--- src/design/ardg_pkg.sv ---
`timescale 1ns / 1ps
`default_nettype none
package ardg_pkg;
   localparam int MaxSlots = 16;
   localparam int SlotW = 4;
   localparam int CordicSteps = 16;
   localparam int StepW = 5;
   localparam logic signed [47:0] S48Max = 48'sh7FFF_FFFF_FFFF;
   localparam logic signed [47:0] S48Min = -48'sh7FFF_FFFF_FFFF - 48'sd1;
   localparam logic signed [47:0] TwoPi = 48'sd105414357;
   localparam logic signed [47:0] Pi = 48'sd52707179;
   localparam logic signed [47:0] HalfPi = 48'sd26353589;
   localparam logic [29:0] GainInv = 30'd652032874;
   localparam logic [0:0] CSR_NORM = 1'b0;
   localparam logic [0:0] CSR_COUNT = 1'b1;

   function automatic logic signed [27:0] atan_lut(input logic [StepW-1:0] i);
      logic signed [27:0] r;
      case (i)
         5'd0: r = 28'sd13176795;
         5'd1: r = 28'sd7778716;
         5'd2: r = 28'sd4110060;
         5'd3: r = 28'sd2086331;
         5'd4: r = 28'sd1047214;
         5'd5: r = 28'sd524117;
         5'd6: r = 28'sd262123;
         5'd7: r = 28'sd131069;
         default: r = (i < 5'd24) ? (28'sd1 <<< (5'd24 - i)) : 28'sd0;
      endcase
      return r;
   endfunction

   function automatic logic signed [47:0] sat48(input logic signed [49:0] v);
      if (v > 50'(S48Max)) return S48Max;
      if (v < 50'(S48Min)) return S48Min;
      return v[47:0];
   endfunction

   function automatic logic signed [15:0] sat16(input logic signed [49:0] v);
      if (v > 50'sd32767) return 16'sh7FFF;
      if (v < -50'sd32768) return 16'sh8000;
      return v[15:0];
   endfunction
endpackage
`default_nettype wire

--- src/design/ardg_cordic.sv ---
`timescale 1ns / 1ps
`default_nettype none
// Iterative rotation CORDIC: one micro-rotation per cycle, phase already in +-pi/2.
module ardg_cordic (
   input  wire logic               clock,
   input  wire logic               reset,
   input  wire logic               start,
   input  wire logic signed [27:0] angle,
   input  wire logic               negate,
   input  wire logic [15:0]        norm_scale,
   output logic                    done,
   output logic signed [15:0]      cos_out,
   output logic signed [15:0]      sin_out
);
   logic signed [49:0] x_ff, x_in, y_ff, y_in;
   logic signed [27:0] z_ff, z_in;
   logic [ardg_pkg::StepW-1:0] i_ff, i_in;
   logic busy_ff, busy_in, neg_ff, neg_in, done_ff, done_in;
   logic signed [49:0] xs, ys, xf, yf;

   always_comb begin
      x_in = x_ff; y_in = y_ff; z_in = z_ff; i_in = i_ff;
      busy_in = busy_ff; neg_in = neg_ff; done_in = 1'b0;
      xs = x_ff >>> i_ff;
      ys = y_ff >>> i_ff;
      if (start) begin
         x_in = 50'($signed({1'b0, 46'(ardg_pkg::GainInv) * 46'(norm_scale)}));
         y_in = '0; z_in = angle; i_in = '0; busy_in = 1'b1; neg_in = negate;
      end else if (busy_ff) begin
         if (z_ff >= 0) begin
            x_in = x_ff - ys; y_in = y_ff + xs; z_in = z_ff - ardg_pkg::atan_lut(i_ff);
         end else begin
            x_in = x_ff + ys; y_in = y_ff - xs; z_in = z_ff + ardg_pkg::atan_lut(i_ff);
         end
         i_in = i_ff + 1'b1;
         if (i_ff == 5'(ardg_pkg::CordicSteps - 1)) begin
            busy_in = 1'b0; done_in = 1'b1;
         end
      end
   end

   always_ff @(posedge clock) begin
      x_ff <= x_in; y_ff <= y_in; z_ff <= z_in; i_ff <= i_in; neg_ff <= neg_in;
      if (reset) begin
         busy_ff <= 1'b0; done_ff <= 1'b0;
      end else begin
         busy_ff <= busy_in; done_ff <= done_in;
      end
   end

   assign xf = neg_ff ? -x_ff : x_ff;
   assign yf = neg_ff ? -y_ff : y_ff;
   assign cos_out = ardg_pkg::sat16((xf + (50'sd1 <<< 30)) >>> 31);
   assign sin_out = ardg_pkg::sat16((yf + (50'sd1 <<< 30)) >>> 31);
   assign done = done_ff;
endmodule
`default_nettype wire
--- config.mk ---
export PLATFORM = sky130hd
export DESIGN_NAME = ardg_cordic
export DESIGN_NICKNAME = d
export VERILOG_FILES = /design/src/design/ardg_pkg.sv /design/src/design/ardg_cordic.sv
export SDC_FILE = /design/constraint.sdc
export NUM_CORES = 2
export LEC_CHECK = 0
export ABC_AREA = 0
export ABC_CLOCK_PERIOD_IN_PS = 8000
export BUFFER_PORTS_ARGS = -buffer_cell sky130_fd_sc_hd__buf_2
export CAP_MARGIN = 40
export CORE_MARGIN = 4
export CORE_UTILIZATION = 45
export CTS_CLUSTER_DIAMETER = 150
export DETAILED_ROUTE_END_ITERATION = 8
export PLACE_DENSITY_LB_ADDON = 0.05
export SETUP_SLACK_MARGIN = 0.5
export SYNTH_ARGS = -nofsm -noshare
export SYNTH_HDL_FRONTEND = slang
export SYNTH_SLANG_ARGS = --single-unit
--- constraint.sdc ---
create_clock -name clock -period 8 [get_ports clock]
set_input_delay 1.2 -clock clock [delete_from_list [all_inputs] [get_ports clock]]
set_output_delay 1.2 -clock clock [all_outputs]
set_load 0.01 [all_outputs]
Word level (Yosys, flattened, before mapping)
Cells that the tools add are included.

cells by class
  order comparisons = 6
  divide/modulo/power cells = 0
  shifts and indexed selects = 3
  add/sub/neg operators = 12
  bitwise operators = 1
  reduce and logical (&&, ||, !) cells = 3
  multiplexer cells = 35
  equality and inequality tests = 8
  multiply operators = 1

operator list
  operator                  count
  $mux W28                  10
  $pmux W28 S8              1
  $mux W50                  4
  $mux W16                  8
  $add A50 B32 Y50 const B  2
  $add A50 B50 Y50          2
  $neg A50 Y50              2
  $sshr A50 B5 Y50          2
  $sub A50 B50 Y50          2
  $mux W46                  2
  $mul A29 B16 Y45 const A  1
  $gt A19 B16 Y1 const B    2
  $lt A19 B16 Y1 const B    2
  $add A28 B28 Y28          1
  $ge A28 B1 Y1 const B     1
  $sshl A2 B5 Y28 const A   1
  $sub A28 B28 Y28          1
  $eq A5 B3 Y1 const B      4
  $eq A5 B2 Y1 const B      2
  $mux W1                   10
  $add A5 B1 Y5 const B     1
  $eq A5 B1 Y1 const B      1
  $eq A5 B4 Y1 const B      1
  $logic_not A5 Y1          1
  5 further kinds           5

storage, ports and cells
  latch bits = 0
  logic and storage cells = 77
  input port bits = 48
  memory bits (read-only) = 0
  RAM bits = 0
  output and inout port bits = 33
  register bits after elaboration = 136
  memories kept = 0

Depth between registers and ports, before layout
  depth in word-level cells = 11
  mapped depth = 33
  depth with buffers taken out = 27

Least setup slack after synthesis
OpenSTA, ideal clock, no wires.

  path kind = input port to flip-flop
  start = in norm_scale[13]
  end = reg x_ff[38] (data pin)
  path buffers = 0
  stages = 24
  setup time = 0.256 ns
  arrival time = 7.154 ns
  required time = 7.744 ns
  slack = 0.589 ns
  cell sequence = ha_1 > inv_1 > fa_1 > inv_1 > xnor2_1 > ha_1 > fa_1 > fa_1 > inv_1 > fa_1 > inv_1 > ha_1 > a21oi_1 > nand2_1 > a21o_1 > or3_1 > or3_1 > a31o_2 > a31oi_1 > o21ai_0 > a2111oi_0 > nor3_1 > xor2_1 > a22o_1

on the way
  cells in the longest elaborated chain, start to end = 2

RTL lines
  what                  RTL line           text
  from (decl)           ardg_cordic.sv:10  input wire logic [15:0] norm_scale,
  $mul A29 B16 Y45      ardg_cordic.sv:27  x_in = 50'($signed({1'b0, 46'(ardg_pkg::GainInv) * 46'(norm_scale)}));
  $mux W46              ardg_cordic.sv:26  if (start) begin
  net x_in[38]          ardg_cordic.sv:15  logic signed [49:0] x_ff, x_in, y_ff, y_in;
  to (signal assigned)  ardg_cordic.sv:43  x_ff <= x_in; y_ff <= y_in; z_ff <= z_in; i_ff <= i_in; neg_ff <= neg_in;
  to (decl)             ardg_cordic.sv:15

The timed path passes the listed nets, and every way through them passes these cells.
A chain may end at the register's enable or synchronous reset.

Worst setup path in the final report
  start = in norm_scale[10]
  end = reg x_ff[38] (data pin)

The elaborated chain is that of the path after synthesis.

==> results.md <==
* EDFF count, synth at between 70 and 80
* Most area-consuming cells after synthesis: ha_1, fa_1, mux4_2, edfxtp_1, xnor2_1
* Placeable core region at 72,000 µm²
* Hold worst-path end: x_ff[0]
* Setup clock skew after layout at 0.0195 ns
* Max Fanout on Critical Path at 4
* Leading cell types in the layout, fill and taps excluded: nand2_1, inv_1, ha_1, o21ai_0, nor2_1
* Summed instance area of the synthesized netlist at 32,900 µm²
* Starting DRT DRC Count at 3,224
* RSZ-0062 raised after global routing: yes
* Sink count of the clock tree at roughly 140
* Dominant register cell in the synthesized netlist: edfxtp_1
* Result of the run: finished clean
* Worst EP arrival at roughly 7.5 ns
* Share of synthesized flip-flops with an asynchronous set or reset at 0
* Worst r2r src: i_ff[1]
* Die width at 279 µm
* Area enclosed by the die boundary at 77,600 µm²
* Relative area change from synthesis to final layout at 7.70%
* Die Span Y at about 280 µm
* Dominant cell type by area after synthesis: ha_1
* Seq/Total Area, Yosys at 0.105
* Flop and latch count out of synthesis at 136
* Sum of negative setup slack at 0 ns
* Type of the tightest min-delay check: reg2reg
* Wire length of the first global-routing pass at 182 mm
* Final hold violations at 0
* Largest net degree at the start of global routing at ~90
* Synth Warn # at 0
* Number of pins exceeding their max-slew limit in the final report at 0
* Wirelength per Cell at 24.3 µm
* Remaining routing DRC violations at 0
* Highest Clock Rate at 0.138 GHz
* Actual transition at the worst max-transition pin at about 0.93 ns
* Required arrival time at the worst endpoint at ~8.3 ns
* Critical path startpoint category: primary input
* Worst setup margin at 0.731 ns
* Slack of the worst reg-to-reg path at 0.89 ns
* Number of antenna repair diodes at 0
* Number of vias per cell at between 6 and 7
* Final Routed Wirelength at between 100 and 150 mm
* # setup viols final at 0
* Cts bufs inserted at 17
* Shortest period the worst path allows at 7.27 ns
* Initial core utilization at 0.458
* Nets at roughly 4.5k
* Number of placement rows at 98
* Share of Yosys cell area claimed by the top area cell type at 0.115
* Max stage delay on crit path at 0.56 ns
* Final HPWL from detailed placement at 95.3 mm
* Nature of the critical path endpoint: flop
* Net count of the mapped netlist at 4,438
* Register cell area after layout at 3480 µm²
* Most common library cell in the layout ignoring fill and taps: nand2_1
* Residual antenna-violating net count after detailed routing at 0
* Type of the worst setup path: in2reg
* Iteration count of the initial detailed-routing pass at 8
* Io pins at 81
* Count of different cell masters after synthesis at 113
* RePlAce Congestion at just over 1
* Later-pin clock latency in the skew report at 0.50 ns
* H-Tree Level Count at 4
* Buffers from clock root to sink, at most at 2
* Synthesized area divided by synthesized cell count at between 8 and 9 µm²
* Number of global-route vias before repair at 29.4k
* Ratio of cells with drive above 1 in the final layout at 0.142
* Clock tree from TritonCTS: done
* CP max-delay cell: fa_1
* Number of fill cells in the layout at a little over 7k
* Hold path startpoint: x_ff[0]
* Initial antenna violation count at 1
* Total grt overflow at 0
* Global-route total usage across every layer at 0.300
* Max Cap Violations at 0
* Share of the clock period used by the worst path at 0.909
* Worst slew margin relative to its limit at 0.381
* Number of buffers inserted by port buffering at 80
* Total number of vias at 30.5k
* Number of cells on the worst reg-to-reg path at 24
* Final worst hold slack at 0.539 ns
* Post-Syn Instances at 3,915
* Clock tree root driver cell: clkbuf_16
* Endpoint of the lowest-slack register-to-register path: y_ff[49]
* Multi-input gate area in the final layout at approximately 27,000 µm²
* Min-Delay Path Depth at 2
* Clock transition time at the flip-flop clock pins of the worst setup and hold paths at 0.07 ns
* Worst setup slack after placement at 0.0783 ns
==> worst max-delay path, delay by kind of cell <==
kind / cells / cell delay (ns)
adder cells (fa/ha/maj): 7 / 3.09
AO/OA/AOI/OAI: 7 / 1.48
AND/OR/NAND/NOR: 4 / 0.81
buffers and inverters: 6 / 0.57
XOR/XNOR: 2 / 0.37
==> synthesized netlist by cell type (23+ instances only) <==
master / number
nor2_1: 245
o21a_1: 27
buf_4: 23
edfxtp_1: 74
mux2i_1: 107
and3_1: 33
nor3_1: 45
inv_1: 347
ha_1: 304
xor2_1: 130
a211oi_1: 54
dfxtp_1: 62
mux4_2: 129
fa_1: 171
or2_2: 25
and2_1: 24
a21oi_1: 209
mux2_2: 66
xnor2_1: 201
or3_1: 28
o21ai_0: 283
a31oi_1: 34
nor4_1: 24
nand2_1: 360
nand3_1: 67
clkbuf_1: 131
nand2b_1: 47
nand4_1: 29
a21o_1: 102
buf_2: 40
o21bai_1: 33
o31ai_1: 33
o22ai_1: 57
==> layout make-up <==
cell class,count,share of cell area
Clock inverter,10,0.00258
Multi-Input combinational cell,3198,0.764
Timing Repair Buffer,249,0.0498
Tap cell,950,0.0335
Clock buffer,22,0.0149
Inverter,352,0.0373
Sequential cell,136,0.0982
==> sequential cells by signal, indices dropped and copies added (netlist names) <==
name / flops
i_ff: 5
busy_ff: 1
z_ff: 28
y_ff: 50
x_ff: 50
done: 1
neg_ff: 1
==> logic make-up after synthesis <==
kind of cell / Yosys count / synth area share
AO/OA/AOI/OAI: 1070 / 0.214
XOR/XNOR: 332 / 0.0885
adder cells (fa/ha/maj): 476 / 0.220
buffers and inverters: 581 / 0.0746
flip-flops: 136 / 0.105
multiplexers: 312 / 0.151
AND/OR/NAND/NOR: 1008 / 0.147
==> metal layers <==
metal / track usage / share of wire / vias up
met1: 0.413 / 0.44 / 14700
met3: 0.0375 / 0.066 / 223
met4: 0.125 / 0.046 / 2
li1: - / - / 14300
met5: 0 / 0.000084 / -
met2: 0.478 / 0.45 / 1237
==> metrics by stage <==
stage,util,cell area (µm²),std cells
after floorplan,-,32900,3915
after CTS,0.491,35400,4915
after global routing,0.493,35500,4917
after detailed placement,0.483,34700,4883
final,0.493,35500,4917
after global placement,0.483,34700,4881
==> worst max-delay path by stage <==
stage / from / slack [ns] / cells after the start / endpoint
3_5_place_dp: norm_scale[10] / 0.08 / 26 / x_ff[38]
2_1_floorplan: norm_scale[13] / 0.59 / 24 / x_ff[38]
4_1_cts: norm_scale[10] / 0.62 / 26 / x_ff[38]
5_1_grt: norm_scale[10] / 0.46 / 26 / x_ff[38]
6_report: norm_scale[10] / 0.73 / 26 / x_ff[38]
3_3_place_gp: norm_scale[10] / 0.13 / 26 / x_ff[38]
==> what timing repair did <==
action | CTS | global route
endpoints found under the hold margin | 0 | 0
setup endpoints to repair | 0 | 13
hold buffers | 0 | 0
buffers inserted | 0 | 2
gates resized for setup | 0 | 16
Power is not shown: default switching activity piles up to over one toggle a cycle in this logic, so the estimate is an artifact.
